--- src/rtl/rs_parity_vector_encoder_core_assert.svh ---
// assertion macros for the encoder rtl
// no dependencies; included by the core module, which checks its own logic
`ifndef RS_PARITY_VECTOR_ENCODER_CORE_ASSERT_SVH
`define RS_PARITY_VECTOR_ENCODER_CORE_ASSERT_SVH
`ifndef SYNTHESIS
`define ASSERT_IMPLIES(lbl, clk_s, rst_s, ante, cons) \
	lbl: assert property (@(posedge clk_s) disable iff (!(rst_s)) (ante) |-> (cons)) \
	else $error("check failed: same-cycle implication");
`define ASSERT_NEXT(lbl, clk_s, rst_s, ante, cons) \
	lbl: assert property (@(posedge clk_s) disable iff (!(rst_s)) (ante) |=> (cons)) \
	else $error("check failed: next-cycle implication");
`else
`define ASSERT_IMPLIES(lbl, clk_s, rst_s, ante, cons)
`define ASSERT_NEXT(lbl, clk_s, rst_s, ante, cons)
`endif
`endif

--- src/rtl/rspve_pkg.sv ---
// shared types, constants and gf(256) helpers for the parity vector encoder
// no dependencies
`default_nettype none
package rspve_pkg;

	localparam int DEF_MAX_PARITY = 16;
	localparam int DEF_MAX_VECTOR = 512;

	localparam int POS_W  = 9;
	localparam int SEL_W  = 4;
	localparam int BYTE_W = 8;
	localparam int CFG_W  = 10;
	localparam int IN_TDATA_W = 24;

	// register indexes
	localparam logic REG_NUM_PARITY    = 1'b0;
	localparam logic REG_VECTOR_LENGTH = 1'b1;

	// request kinds carried in tuser
	localparam logic ACT_ENCODE = 1'b0;
	localparam logic ACT_READ   = 1'b1;

	typedef enum logic [1:0] {
		ST_CLEAR,
		ST_IDLE,
		ST_EXEC
	} state_t;

	typedef enum logic [1:0] {
		OP_NONE,
		OP_CLEAR,
		OP_ENCODE,
		OP_READ_CLEAR
	} op_t;

	typedef struct packed {
		op_t              op;
		logic [SEL_W-1:0] sel;
		logic [7:0]       fb;
		logic [7:0]       root;
		logic             gen_init;
		logic             gen_step;
	} cell_ctl_t;

	// gf(256) multiply, field polynomial 0x11d
	function automatic logic [7:0] gf_mul(input logic [7:0] a, input logic [7:0] b);
		logic [7:0] x;
		logic [7:0] r;
		x = a;
		r = '0;
		for (int i = 0; i < 8; i++) begin
			if (b[i]) r = r ^ x;
			x = {x[6:0], 1'b0} ^ (x[7] ? 8'h1d : 8'h00);
		end
		return r;
	endfunction

	// multiply by alpha
	function automatic logic [7:0] xtime(input logic [7:0] a);
		return {a[6:0], 1'b0} ^ (a[7] ? 8'h1d : 8'h00);
	endfunction

endpackage
`default_nettype wire

--- src/rtl/rspve_ram.sv ---
// generic single-write, single-read ram with registered read data
// no dependencies
`default_nettype none
module rspve_ram #(
	parameter int WIDTH = 8,
	parameter int DEPTH = 512,
	parameter int AW    = 9
) (
	input  wire logic             clk,
	input  wire logic             we,
	input  wire logic [AW-1:0]    waddr,
	input  wire logic [WIDTH-1:0] wdata,
	input  wire logic             re,
	input  wire logic [AW-1:0]    raddr,
	output logic      [WIDTH-1:0] rdata
);
	logic [WIDTH-1:0] mem_q [DEPTH];

	// write port
	always_ff @(posedge clk) begin
		if (we) mem_q[waddr] <= wdata;
	end

	// registered read port
	always_ff @(posedge clk) begin
		if (re) rdata <= mem_q[raddr];
	end
endmodule
`default_nettype wire

--- src/rtl/rspve_cell.sv ---
// one parity cell: a row of parity bytes and one generator coefficient
// depends on rspve_pkg and rspve_ram
`default_nettype none
module rspve_cell #(
	parameter int IDX = 0,
	parameter int MAX_VECTOR = 512,
	parameter int AW = 9,
	parameter int NPW = 5
) (
	input  wire logic                 clk,
	input  wire logic                 arst_n,
	input  wire rspve_pkg::cell_ctl_t ctl,
	input  wire logic [NPW-1:0]       num_parity,
	input  wire logic                 rd_en,
	input  wire logic [AW-1:0]        rd_addr,
	input  wire logic [AW-1:0]        wr_addr,
	input  wire logic [7:0]           coef_in,
	output logic      [7:0]           coef_out,
	input  wire logic [7:0]           par_in,
	output logic      [7:0]           par_out
);
	import rspve_pkg::*;

	logic [7:0] coef_q;
	logic       we;
	logic [7:0] wdata;
	logic       active;
	logic       has_next;

	assign active   = 32'(IDX) < 32'(num_parity);
	assign has_next = 32'(IDX + 1) < 32'(num_parity);

	// generator coefficient, reversed order: cell IDX holds g[np-1-IDX]
	always_ff @(posedge clk or negedge arst_n) begin
		if (!arst_n) begin
			coef_q <= (IDX == 0) ? 8'h02 : 8'h00;
		end else if (ctl.gen_init) begin
			coef_q <= 8'h00;
		end else if (ctl.gen_step) begin
			coef_q <= coef_q ^ gf_mul(ctl.root, coef_in);
		end
	end
	assign coef_out = coef_q;

	// parity row write
	always_comb begin
		we    = 1'b0;
		wdata = 8'h00;
		case (ctl.op)
			OP_CLEAR: we = 1'b1;
			OP_ENCODE: begin
				we    = active;
				wdata = (has_next ? par_in : 8'h00) ^ gf_mul(coef_q, ctl.fb);
			end
			OP_READ_CLEAR: we = (32'(ctl.sel) == 32'(IDX));
			default: we = 1'b0;
		endcase
	end

	rspve_ram #(.WIDTH(8), .DEPTH(MAX_VECTOR), .AW(AW)) u_row (
		.clk   (clk),
		.we    (we),
		.waddr (wr_addr),
		.wdata (wdata),
		.re    (rd_en),
		.raddr (rd_addr),
		.rdata (par_out)
	);
endmodule
`default_nettype wire
--- config.mk ---
export PLATFORM = sky130hd
export DESIGN_NAME = rspve_cell
export DESIGN_NICKNAME = d
export VERILOG_FILES = /design/src/rtl/rs_parity_vector_encoder_core_assert.svh /design/src/rtl/rspve_pkg.sv /design/src/rtl/rspve_ram.sv /design/src/rtl/rspve_cell.sv
export SDC_FILE = /design/constraint.sdc
export NUM_CORES = 2
export LEC_CHECK = 0
export ABC_AREA = 0
export BUFFER_PORTS_ARGS = -buffer_cell sky130_fd_sc_hd__buf_2
export CAP_MARGIN = 20
export CORE_ASPECT_RATIO = 0.9
export CORE_MARGIN = 2
export CORE_UTILIZATION = 30
export CTS_BUF_LIST = sky130_fd_sc_hd__clkbuf_4 sky130_fd_sc_hd__clkbuf_8
export CTS_CLUSTER_SIZE = 28
export DETAILED_ROUTE_END_ITERATION = 6
export GPL_TIMING_DRIVEN = 0
export PLACE_DENSITY = 0.42
export SYNTH_ARGS = -nofsm -noshare
export SYNTH_HDL_FRONTEND = slang
export SYNTH_SLANG_ARGS = --single-unit
--- constraint.sdc ---
create_clock -name clk -period 19.6 [get_ports clk]
set_input_delay 0.98 -clock clk [delete_from_list [all_inputs] [get_ports clk]]
set_output_delay 0.98 -clock clk [all_outputs]
set_load 0.05 [all_outputs]
==> After elaboration in Yosys (flattened, before gate mapping) <==
Memory sizes are Yosys's and may differ from the RTL's. A register that Yosys moved wholly into a read port is not among the register bits.
Cells that the tools add are included.
{ "word_totals": {"mem_count": 1, "output_inout_bits": 16, "reg_bits": 8, "ramBits": 4096} }
{ "classes": {"bitwise": 30, "mux": 61, "eq_ne": 3, "n_lt_le_gt_ge": 2, "n_reduce_logical": 2} }
{ "memory_table": {"columns": ["name", "depth", "width", "read_ports", "rd_clocked_by_memory_dff", "wr", "line_no", "text"], "rows": [
  ["u_row.mem_q", 512, 8, 1, 1, 1, "rspve_ram.sv:17", "logic [WIDTH-1:0] mem_q [DEPTH];"]
]} }
{ "op_table": {"columns": ["cell", "n"], "rows": [
  ["$mux W8", 44],
  ["$xor A8 B8 Y8", 16],
  ["$xor A8 B5 Y8", 14],
  ["$mux W5", 14],
  ["$lt A1 B5 Y1 const A", 2],
  ["$eq A2 B2 Y1 const B", 2],
  ["$logic_not A4 Y1", 1],
  ["$pmux W1 S3", 1],
  ["$eq A2 B1 Y1 const B", 1],
  ["$mux W1", 2],
  ["$reduce_bool A2 Y1", 1]
]} }

==> Logic depth before layout (Yosys ltp) <==
{ "logic_depth": {"word_depth": 34, "mapped_depth": 11, "ltp_nobuf": 8} }

==> By module <==
From an unflattened synthesis, not the netlist that was laid out.
{ "hier_totals": {"cells_unflattened": 8444, "area_unflattened_um2": 163056.4} }
{ "modules_own_cells": {"columns": ["module", "n_inst", "cells_each", "seq_area_each_um2", "area_each_um2"], "rows": [
  ["rspve_ram", 1, 8030, 123238.2, 160007.2],
  ["rspve_cell", 1, 414, 201.4, 3049.2]
]} }

==> Least setup slack after synthesis <==
Ideal clock, no wire load.
{ "synth_path": {"kind": "input to register", "from": "input port num_parity[4]", "to": "memory u_row.mem_q[0][2] (data pin)", "arrival_time_ps": 14102, "cell_stages": 8, "setup_time_ps": 2581, "slack_ps": 2918, "required_time_ps": 17019, "path_cell_list": "or4_1 clkbuf_1 nand2_1 xor2_1 xnor2_1 xnor2_1 xnor2_1 nor2_1"} }
{ "synth_via": {"elab_chain_len": 4} }
{ "synth_rtl": {"columns": ["element", "line_no", "text"], "rows": [
  ["from (decl)", "rspve_cell.sv:13", "input wire logic [NPW-1:0] num_parity,"],
  ["$lt A1 B5 Y1", "rspve_cell.sv:31", "assign has_next = 32'(IDX + 1) < 32'(num_parity);"],
  ["$mux W8", "rspve_cell.sv:53", "wdata = (has_next ? par_in : 8'h00) ^ gf_mul(coef_q, ctl.fb);"],
  ["$xor A8 B8 Y8", "rspve_cell.sv:53", null],
  ["$mux W8", "rspve_cell.sv:49", "case (ctl.op)"],
  ["named net u_row.wdata[2]", "rspve_ram.sv:12", "input wire logic [WIDTH-1:0] wdata,"],
  ["to (decl)", "rspve_ram.sv:17", null]
]} }
The timed path passes the listed nets, and every way through them passes these cells.

==> summary.txt <==
Run status
  – Run status: completed

GRT
  – GR Overflow Total: 0
  – GR Util All Layers: 0.189
  – Number of global-route vias before repair: 85,100
  – First-pass GRT wire length: 711 mm
  – Pin count of the biggest net entering global routing: 49
  – Antenna violations before repair: 79

Clock tree
  – Quantity of gates resized following cts: 0
  – Master cell of the clock root buffer: sky130_fd_sc_hd__clkbuf_8
  – Clock buffers created by TritonCTS: 689
  – Clock Sink Count: 4,112
  – Deepest clock path buffer count: 4
  – Clock slew seen by the registers of the worst setup and hold paths: 60 ps
  – CTS tree: done
  – Post-cts hold buffer count: 3
  – Number of buffers inserted by post-CTS setup repair: 0
  – Clk_lat worst skew: 1260 ps
  – Total number of H-tree levels: 6

Power and ir drop
  – P_leak: 0.0590 uW
  – Pwr/cell area: 127 nW/um^2
  – Highest ir drop seen on vdd: 0.0835 mV

Floorplanning
  – Effective utilization at floorplan: 0.301
  – Vert. Die Dim: 700 um
  – Horiz. Die Dim: 777 um
  – Cell row count: 255
  – Ports: 82
  – Standard cell core area: 536,000 sq um
  – Die Footprint: 544,000 sq um

Timing
  – Post-Route Skew: 92.6 ps
  – Post-layout min period: 6400 ps
  – Hold Vio Cnt, Final: 0
  – Relative max-transition margin: 0.168
  – Achievable Freq: 0.156 GHz
  – Setup repair after global routing missed its margin: no
  – Hold slack final: 155 ps
  – Final setup vio count: 0
  – Final period util: 0.326
  – Final count of pins violating max slew: 0
  – Total Negative Setup Slacks: 0 ps
  – Worst-margin pin slew: 1250 ps

Synth
  – YS warnings: 0
  – Mean post-synth cell area: 21.2 sq um
  – Gate count of the mapped netlist: 7,594
  – Register bit count reported by yosys: 4,112
  – Biggest area contributors in the synthesized netlist: sky130_fd_sc_hd__edfxtp_1 76%, sky130_fd_sc_hd__mux4_2 14%, sky130_fd_sc_hd__mux2_2 2.2%
  – Share of synthesized area occupied by flip-flops and latches: 0.765
  – Most area-hungry cell type in the Yosys netlist: sky130_fd_sc_hd__edfxtp_1
  – Syn nets: 7,660
  – Post-synth cell types: 58
  – Cell area after synthesis: 161,000 sq um
  – Post-synth top area share: 0.764
  – Most common flop cell mapped by yosys: sky130_fd_sc_hd__edfxtp_1
  – Fraction of synthesis flops using an asynchronous set or reset pin: 0.00195
  – Count of flip-flops with a built-in enable after synthesis: 4,104

Finish
  – Area taken by flip-flops and latches: 123,000 sq um
  – Layout area overhead: 16.2%
  – Number of fillers in the final layout: 49,900
  – Most common cell after layout, fill and taps aside: sky130_fd_sc_hd__edfxtp_1
  – Final #Nets: 8,597
  – Layout cells sized above 1: 0.322
  – Commonest non-fill, non-tap cells in the layout: 4,104 x sky130_fd_sc_hd__edfxtp_1, 1,024 x sky130_fd_sc_hd__mux4_2, 697 x sky130_fd_sc_hd__clkbuf_8, 549 x sky130_fd_sc_hd__nor2_1, 321 x sky130_fd_sc_hd__mux2_2
  – Finished Core Util: 0.350
  – Area of the multi-input gates: 35,700 sq um

Worst setup path
  – Critical path capture point type: flop
  – Data required time of the critical path: 20,520 ps
  – Data arrival time of the critical path: 7320 ps
  – Class of the most critical setup path: in -> reg
  – Maximum fanout count along the critical path: 10
  – Type of element launching the critical path: primary input

Drt
  – Total length of routed wires: 526 mm
  – Antenna Violating Nets Remaining: 0
  – Number of vias in the routed layout: 82,500
  – Post-route DRC: 0
  – Routed WL per cell: 32.5 um
  – Drt via density: 5.11
  – Number of iterations in the first detailed-routing pass: 6
  – 1st-iter DRT viols: 9,671

Placement
  – Placer's final routability congestion estimate: 0.831
  – Number of port buffers: 62
  – DP HPWL: 368 mm

Hold path
  – Class of the tightest hold or removal check: in -> reg

Job
  – Number of maximum-capacitance violations: 0
critical path, cell delays in order:
cell and delay (ps):
sky130_fd_sc_hd__buf_2 400, sky130_fd_sc_hd__buf_6 310, sky130_fd_sc_hd__buf_2 850, sky130_fd_sc_hd__buf_1 710
sky130_fd_sc_hd__mux4_2 360, sky130_fd_sc_hd__a22oi_1 140, sky130_fd_sc_hd__nand3_1 430, sky130_fd_sc_hd__nand4_1 360
sky130_fd_sc_hd__nor2_1 890, sky130_fd_sc_hd__nand4_1 670, sky130_fd_sc_hd__nor3_1 1010
state kept, by name (all words and copies together), names as in the netlist:
| name | cells |
|---|---|
| u_row.mem_q | 4096 |
| u_row.rdata | 8 |
| coef_out | 8 |
logic make-up after synthesis:
logic type	share of synthesized area
xor+xnor	0.00951
mux	0.166
compound gates	0.0187
flops	0.765
buf+inv	0.0143
simple gates	0.0267
Yosys cell counts (50+ instances only):
cell,instances
sky130_fd_sc_hd__a22oi_1,137
sky130_fd_sc_hd__buf_2,130
sky130_fd_sc_hd__buf_4,50
sky130_fd_sc_hd__nor2_1,559
sky130_fd_sc_hd__buf_1,59
sky130_fd_sc_hd__edfxtp_1,4104
sky130_fd_sc_hd__clkbuf_1,208
sky130_fd_sc_hd__a21oi_1,67
sky130_fd_sc_hd__o22ai_1,133
sky130_fd_sc_hd__mux4_2,1024
sky130_fd_sc_hd__xnor2_1,122
sky130_fd_sc_hd__o21ai_0,69
sky130_fd_sc_hd__mux2_2,321
sky130_fd_sc_hd__nand3_1,104
sky130_fd_sc_hd__nand2_1,252
area by class of cell:
| type | instances | share of cell area |
|---|---|---|
| Sequential cell | 4112 | 0.658 |
| Buffer | 469 | 0.0125 |
| Inverter | 8 | 0.000160 |
| Timing Repair Buffer | 246 | 0.0209 |
| Multi-Input combinational cell | 3005 | 0.190 |
| Clock buffer | 917 | 0.0600 |
| Tap cell | 7067 | 0.0472 |
| Clock inverter | 296 | 0.0104 |
| Antenna cell | 29 | 0.000387 |
power breakdown:
group | leakage (uW) | switching [uW] | internal, uW
clock | 0.00697 | 3590 | 3920
sequential | 0.0386 | 13.6 | 11800
combinational | 0.0134 | 3260 | 1270
total | 0.0590 | 6870 | 17000
per-layer routing:
layer  vias up  GRT usage  share of wire
li1      33500          -              -
met3       720     0.0431          0.073
met5         -          0        0.00016
met2      3143      0.291           0.45
met4        12     0.0446          0.022
met1     45100      0.272           0.45
final timing paths:
path,startpoint,slack (ps),cells past startpoint,endpoint
max reg2reg,u_row.mem_q[331][0],15160,7,u_row.rdata[0]
min reg2reg,coef_out[2],850,3,coef_out[2]
max,rd_addr[2],13200,11,u_row.rdata[0]
min,rd_en,160,1,u_row.rdata[3]
max in group asynchronous,arst_n,18590,3,coef_out[4]
min in group asynchronous,arst_n,220,2,coef_out[1]
through the flow:
stage               area, sq um  total power, uW  instances  setup WS, ps
floorplan                161000            15200       7594          2920
detailed placement       174000            16600      14900         12270
global route             187000            24700      16100         13410
global placement         170000            15300      14700        -15900
finish                   188000            23800      16100         13200
CTS                      187000            24100      16100         13660
(Power assumes the default switching activity.)
